==> src/rtl/core/scara_ik_pkg.sv <==
// scara_ik_pkg: shared types and constants for the scara inverse kinematics block
// used by the controller, the datapath and the top level
package scara_ik_pkg;

   localparam int FieldWidth = 17;
   localparam int AtabLen    = 24;
   localparam int AccWidth   = 34;

   typedef enum logic [1:0] {
      OP_SOLVE        = 2'd0,
      OP_SOLVE_COMMIT = 2'd1,
      OP_LOAD         = 2'd2,
      OP_SOLVE_ALT    = 2'd3
   } op_type;

   typedef enum logic [2:0] {
      ST_UP_CHOSEN   = 3'd0,
      ST_DOWN_CHOSEN = 3'd1,
      ST_ONLY_UP     = 3'd2,
      ST_ONLY_DOWN   = 3'd3,
      ST_NONE        = 3'd4,
      ST_LOADED      = 3'd5
   } status_type;

   // arctangent table, degrees times 2^20
   function automatic logic signed [31:0] atab(input logic [4:0] idx);
      logic signed [31:0] v;
      begin
         v = '0;
         case (idx)
            5'd0:  v = 32'sd47185920;
            5'd1:  v = 32'sd27855475;
            5'd2:  v = 32'sd14718068;
            5'd3:  v = 32'sd7471121;
            5'd4:  v = 32'sd3750058;
            5'd5:  v = 32'sd1876857;
            5'd6:  v = 32'sd938658;
            5'd7:  v = 32'sd469357;
            5'd8:  v = 32'sd234682;
            5'd9:  v = 32'sd117342;
            5'd10: v = 32'sd58671;
            5'd11: v = 32'sd29335;
            5'd12: v = 32'sd14668;
            5'd13: v = 32'sd7334;
            5'd14: v = 32'sd3667;
            5'd15: v = 32'sd1833;
            5'd16: v = 32'sd917;
            5'd17: v = 32'sd458;
            5'd18: v = 32'sd229;
            5'd19: v = 32'sd115;
            5'd20: v = 32'sd57;
            5'd21: v = 32'sd29;
            5'd22: v = 32'sd14;
            5'd23: v = 32'sd7;
            default: v = '0;
         endcase
         return v;
      end
   endfunction

   // controller to datapath
   typedef struct packed {
      logic load_in;      // capture request word
      logic sq_x;         // multiply x*x
      logic sq_y;         // multiply y*y, sum into r2
      logic prep;         // compute factors
      logic mul_q;        // start q multiply
      logic sqrt_start;
      logic sqrt_step;
      logic cor_start;    // start atan2
      logic [1:0] cor_sel; // 0 base, 1 offset, 2 elbow
      logic cor_step;
      logic cor_done;     // store result
      logic assemble;
      logic chg_step;
      logic [2:0] chg_idx;
      logic decide;
      logic commit;
   } cmd_type;

   typedef struct packed {
      logic short_reach;
      logic stretched;
      logic is_load;
   } stat_type;

endpackage

==> src/rtl/core/scara_ik_ctrl.sv <==
// scara_ik_ctrl: sequencer for the scara inverse kinematics datapath
// depends on scara_ik_pkg
module scara_ik_ctrl #(
   parameter int CORDIC_ITERATIONS = 16
) (
   input  logic                    clock,
   input  logic                    reset,
   input  logic                    req_valid,
   output logic                    req_stall,
   output logic                    rsp_valid,
   input  logic                    rsp_stall,
   input  scara_ik_pkg::stat_type  stat,
   output scara_ik_pkg::cmd_type   cmd
);
   import scara_ik_pkg::*;

   typedef enum logic [11:0] {
      S_IDLE   = 12'b000000000001,
      S_SQX    = 12'b000000000010,
      S_SQY    = 12'b000000000100,
      S_PREP   = 12'b000000001000,
      S_MULQ   = 12'b000000010000,
      S_SQRT   = 12'b000000100000,
      S_CORINI = 12'b000001000000,
      S_COR    = 12'b000010000000,
      S_ASM    = 12'b000100000000,
      S_CHG    = 12'b001000000000,
      S_DEC    = 12'b010000000000,
      S_OUT    = 12'b100000000000
   } state_type;

   localparam int CntW = 6;

   state_type state_ff, state_in;
   logic [CntW-1:0] cnt_ff, cnt_in;
   logic [1:0] sel_ff, sel_in;
   logic rsp_valid_ff, rsp_valid_in;

   // the result registers stay untouched while a word waits
   assign req_stall = (state_ff != S_IDLE) || rsp_valid_ff;
   assign rsp_valid = rsp_valid_ff;

   always_comb begin
      state_in = state_ff;
      cnt_in = cnt_ff;
      sel_in = sel_ff;
      rsp_valid_in = rsp_valid_ff && rsp_stall;
      cmd = '0;
      cmd.cor_sel = sel_ff;
      cmd.chg_idx = cnt_ff[2:0];
      case (state_ff)
         S_IDLE: begin
            if (req_valid && !rsp_valid_ff) begin
               cmd.load_in = 1'b1;
               state_in = S_SQX;
            end
         end
         S_SQX: begin
            if (stat.is_load) begin
               cmd.commit = 1'b1;
               state_in = S_OUT;
            end else begin
               cmd.sq_x = 1'b1;
               state_in = S_SQY;
            end
         end
         S_SQY: begin
            cmd.sq_y = 1'b1;
            state_in = S_PREP;
         end
         S_PREP: begin
            cmd.prep = 1'b1;
            sel_in = 2'd0;
            if (stat.short_reach) begin
               state_in = S_DEC;
            end else if (stat.stretched) begin
               state_in = S_CORINI;
            end else begin
               state_in = S_MULQ;
            end
         end
         S_MULQ: begin
            cmd.mul_q = 1'b1;
            cmd.sqrt_start = 1'b1;
            cnt_in = '0;
            state_in = S_SQRT;
         end
         S_SQRT: begin
            cmd.sqrt_step = 1'b1;
            cnt_in = cnt_ff + 1'b1;
            if (cnt_ff == CntW'(31)) begin
               sel_in = 2'd1;
               state_in = S_CORINI;
            end
         end
         S_CORINI: begin
            cmd.cor_start = 1'b1;
            cnt_in = '0;
            state_in = S_COR;
         end
         S_COR: begin
            cnt_in = cnt_ff + 1'b1;
            if (cnt_ff == CntW'(CORDIC_ITERATIONS)) begin
               cmd.cor_done = 1'b1;
               // order: offset, elbow, base
               if (sel_ff == 2'd1) begin
                  sel_in = 2'd2;
                  state_in = S_CORINI;
               end else if (sel_ff == 2'd2) begin
                  sel_in = 2'd0;
                  state_in = S_CORINI;
               end else begin
                  state_in = S_ASM;
               end
            end else begin
               cmd.cor_step = 1'b1;
            end
         end
         S_ASM: begin
            cmd.assemble = 1'b1;
            cnt_in = '0;
            state_in = S_CHG;
         end
         S_CHG: begin
            cmd.chg_step = 1'b1;
            cnt_in = cnt_ff + 1'b1;
            if (cnt_ff == CntW'(7)) state_in = S_DEC;
         end
         S_DEC: begin
            cmd.decide = 1'b1;
            state_in = S_OUT;
         end
         S_OUT: begin
            if (!rsp_valid_ff) begin
               rsp_valid_in = 1'b1;
               state_in = S_IDLE;
            end
         end
         default: state_in = S_IDLE;
      endcase
   end

   always_ff @(posedge clock) begin
      if (reset) begin
         state_ff <= S_IDLE;
         cnt_ff <= '0;
         sel_ff <= '0;
         rsp_valid_ff <= 1'b0;
      end else begin
         state_ff <= state_in;
         cnt_ff <= cnt_in;
         sel_ff <= sel_in;
         rsp_valid_ff <= rsp_valid_in;
      end
   end
endmodule

==> config.mk <==
export PLATFORM = sky130hd
export DESIGN_NAME = scara_ik_ctrl
export DESIGN_NICKNAME = d
export VERILOG_FILES = /design/src/rtl/core/scara_ik_pkg.sv /design/src/rtl/core/scara_ik_ctrl.sv
export SDC_FILE = /design/constraint.sdc
export NUM_CORES = 1
export LEC_CHECK = 0
export BUFFER_PORTS_ARGS = -buffer_cell sky130_fd_sc_hd__buf_2
export CORE_MARGIN = 4
export CORE_UTILIZATION = 40
export DETAILED_ROUTE_END_ITERATION = 10
export PLACE_DENSITY_LB_ADDON = 0.15
export SYNTH_ARGS = -nofsm -noshare
export SYNTH_HDL_FRONTEND = slang
export SYNTH_SLANG_ARGS = --single-unit
export TNS_END_PERCENT = 100
==> constraint.sdc <==
create_clock -name clock -period 3.4 [get_ports clock]
set_input_delay 0.68 -clock clock [delete_from_list [all_inputs] [get_ports clock]]
set_output_delay 0.68 -clock clock [all_outputs]
set_load 0.01 [all_outputs]
==> flow_metrics.env <==
export IMPL_ys_flop_type="dfxtp_1"
export IMPL_cp_depth=4
export IMPL_hold_end="sel_ff[1]"
export IMPL_dpl_cell_area_um2=1470
export IMPL_peakVddDrop_mv=0.237
export IMPL_grt_most_used_layer="met2"
export IMPL_netlist_instances=159
export IMPL_synth_top_area_cell="dfxtp_1"
export IMPL_r2r_start="cnt_ff[1]"
export IMPL_clockBufferDepth=2
export IMPL_ys_top_cells_by_area="dfxtp_1 (31%), nor2_1 (5.6%), nor4_4 (4.7%)"
export IMPL_clkSlewWorstSetupHoldPaths_ns=0.13
export IMPL_worst_slew_pin_slew_ns=0.593
export IMPL_tns_ns=0
export IMPL_drtIter0Drc=103
export IMPL_post_route_util_pct=47.7
export IMPL_synthesis_area_um2=1350
export IMPL_synth_fp_nets=169
export IMPL_cts_tree="done"
export IMPL_hpwl_um=2460
export IMPL_route_antenna_remaining_nets=0
export IMPL_clkSinkCount=21
export IMPL_synthArstFlopShare_pct=0
export IMPL_max_cap_violations=0
export IMPL_cpMostUsedCell="nor4_1"
export IMPL_syn2layout_area_growth_pct=10.6
export IMPL_drc=0
export IMPL_slew_viol_final=0
export IMPL_antenna_found_initial=0
export IMPL_cp_start_kind="register"
export IMPL_fin_area_um2=1490
export IMPL_p_leak_nw=0.615
export IMPL_met1_usage_pct=21.2
export IMPL_crit_chain="nor4_1, nand2_1, nor4_1, buf_2"
export IMPL_n_fill_cell=309
export IMPL_power_frac_comb_pct=26.6
export IMPL_grt_use_met2_pct=24.7
export IMPL_ctsHoldBuffers=0
export IMPL_fin_nets=189
export IMPL_rsz0062_at_grt="false"
export IMPL_via_count=1231
export IMPL_core_rowCount=20
export IMPL_yosysTopAreaCellShare_pct=31.2
export IMPL_grt_ovfl_total=0
export IMPL_synth_most_common_cell="dfxtp_1"
export IMPL_first_global_vias=1087
export IMPL_finClkSkew_ns=0.00578
export IMPL_hold_violations=0
export IMPL_ff2ff_path_depth=7
export IMPL_critical_path_slowest_cell="nor4_1"
export IMPL_p_per_area_nw_per_um2=367
export IMPL_power_internal_mw=0.364
export IMPL_setup_violations=0
export IMPL_drive_above_1_share_pct=24.7
export IMPL_dpl_cell_count=218
export IMPL_fmaxAchievable_ghz=0.372
export IMPL_post_cts_buffers=0
export IMPL_status="completed"
export IMPL_switching_power_mw=0.183
export IMPL_whs_path_depth=2
export IMPL_grtUsageTotal_pct=15.6
export IMPL_synth_enable_flop_cells=0
export IMPL_io_buffers=27
export IMPL_avgSynthCellArea_um2=8.48
export IMPL_grt_pass1_wl_um=5240
export IMPL_seqPwrFrac_pct=49.9
export IMPL_clockPowerShare_pct=23.4
export IMPL_floorplan_die_area_um2=4370
export IMPL_ys_types=43
export IMPL_design_portCount=28
export IMPL_ys_seq_elements=21
export IMPL_reg2reg_to="state_ff[8]"
export IMPL_fin_cells=222
export IMPL_period_share_pct=79.1
export IMPL_crit_family="simple AND/OR/NAND/NOR gates"
export IMPL_synth_seq_area_share_pct=31.2
export IMPL_hp_class="register to register"
export IMPL_drtPass1Iterations=4
export IMPL_cts_made_buffers=3
export IMPL_cts_resized=0
export IMPL_routabilityCongestion=0.836
export IMPL_hold_start="sel_ff[1]"
export IMPL_grt_max_degree=18
export IMPL_reg2reg_slack_ns=1.10
export IMPL_synth_warnings=0
export IMPL_chipHeight_um=66.1
export IMPL_crit_arrival_ns=2.01
export IMPL_netlist_top_cells_count="dfxtp_1 (21), nor2_1 (20), nand2_1 (11)"
export IMPL_cp_max_fo=5
export IMPL_start_util_pct=43.1
export IMPL_num_antenna_cells=0
export IMPL_cp_end_kind="primary output"
export IMPL_cts_root_buf="clkbuf_4"
export IMPL_vias_per_cell=5.55
export IMPL_slew_headroom_pct=59.9
export IMPL_hold_slack_ns=0.508
export IMPL_switching_share_pct=33.4
export IMPL_core_area_um2=3130
export IMPL_clk_latency_ns=0.31
export IMPL_wl_per_cell_um=14.2
export IMPL_drt_total_wl_um=3150
export IMPL_die_width_um=66.1
export IMPL_critPathRequiredTime_ns=2.72
export IMPL_htreeDepth=1
export IMPL_use_met3_pct=4.25
export IMPL_path_class="register to primary output"
export IMPL_crit_buf_inv=1
export IMPL_max_stage_delay_ns=0.47
export IMPL_fin_crit_ns=2.69
registers in the layout (all words and copies together) (netlist names):
signal / cells
rsp_valid: 1
sel_ff: 2
cnt_ff: 6
state_ff: 12
cell usage in the layout (no fill, tap or decap), types with 2 or more instances in the layout:
| cell | Yosys | routed |
|---|---|---|
| a22oi_1 | 2 | 2 |
| inv_1 | 8 | 8 |
| xor2_1 | 2 | 2 |
| o31ai_1 | 2 | 2 |
| nand2_1 | 11 | 11 |
| nor4b_1 | 6 | 6 |
| nor2_1 | 20 | 20 |
| nor3_1 | 8 | 8 |
| nand3b_1 | 3 | 3 |
| ha_1 | 3 | 3 |
| nand4_1 | 3 | 3 |
| dfxtp_1 | 21 | 21 |
| and3_1 | 4 | 4 |
| nand3_1 | 3 | 3 |
| nand2b_1 | 3 | 3 |
| a211oi_1 | 2 | 2 |
| mux2i_1 | 2 | 2 |
| and4b_1 | 2 | 2 |
| nor4_4 | 3 | 3 |
| clkbuf_4 | 0 | 3 |
| buf_2 | 5 | 27 |
| nor3_2 | 2 | 2 |
| and2_1 | 2 | 2 |
| a31oi_1 | 2 | 2 |
| nor2b_1 | 2 | 2 |
| nor4_1 | 5 | 5 |
| xnor2_1 | 2 | 2 |
| a21oi_1 | 10 | 10 |
worst min-delay path, cell delays in order, from the launching register on:
cell     delay, ns
dfxtp_1       0.35
o31ai_1       0.07
a21oi_1       0.06
through the flow:
| stage | total power, mW | setup slack [ns] |
|---|---|---|
| final | 0.547 | 0.710 |
| after global routing | 0.580 | 0.465 |
| after CTS | 0.554 | 0.668 |
| after detailed placement | 0.424 | 1.04 |
| after global placement | 0.423 | 1.10 |
| after floorplan | 0.386 | 1.02 |
per-layer routing:
layer | share of wire, % | wire length, µm | vias to the layer above
met4 | 0.86 | 27 | 0
met5 | 0 | 0 | -
met3 | 6.1 | 192 | 4
met1 | 47 | 1500 | 577
li1 | - | - | 613
met2 | 46 | 1430 | 37
cell families after synthesis:
group	synth area share, %
adder cells (fa/ha/maj)	2.78
flip-flops	31.2
XOR/XNOR	2.60
AND/OR/NAND/NOR	41.8
buffers and inverters	7.70
multiplexers	1.48
AO/OA/AOI/OAI	12.4
power by group through the flow:
| stage | combinational, mW | sequential, mW | clock (mW) |
|---|---|---|---|
| after floorplan | 0.111 | 0.275 | 0 |
| after global placement | 0.146 | 0.277 | 0 |
| after detailed placement | 0.146 | 0.278 | 0 |
| after CTS | 0.147 | 0.273 | 0.134 |
| after global routing | 0.163 | 0.274 | 0.143 |
| final | 0.146 | 0.273 | 0.128 |
layout make-up:
type | instances | area [µm²] | area share (%)
Tap cell | 44 | 55.1 | 3.69
Timing Repair Buffer | 27 | 135 | 9.06
Clock buffer | 4 | 26.3 | 1.76
Inverter | 8 | 30.0 | 2.01
Multi-Input combinational cell | 118 | 825 | 55.3
Sequential cell | 21 | 420 | 28.2
how the worst max path moves through the flow:
stage                       from      end
floorplan           state_ff[11]  cmd[14]
global placement    state_ff[11]  cmd[14]
detailed placement  state_ff[11]  cmd[14]
CTS                 state_ff[11]  cmd[14]
global route        state_ff[11]  cmd[13]
finish              state_ff[11]  cmd[14]
(Power assumes the default switching activity.)
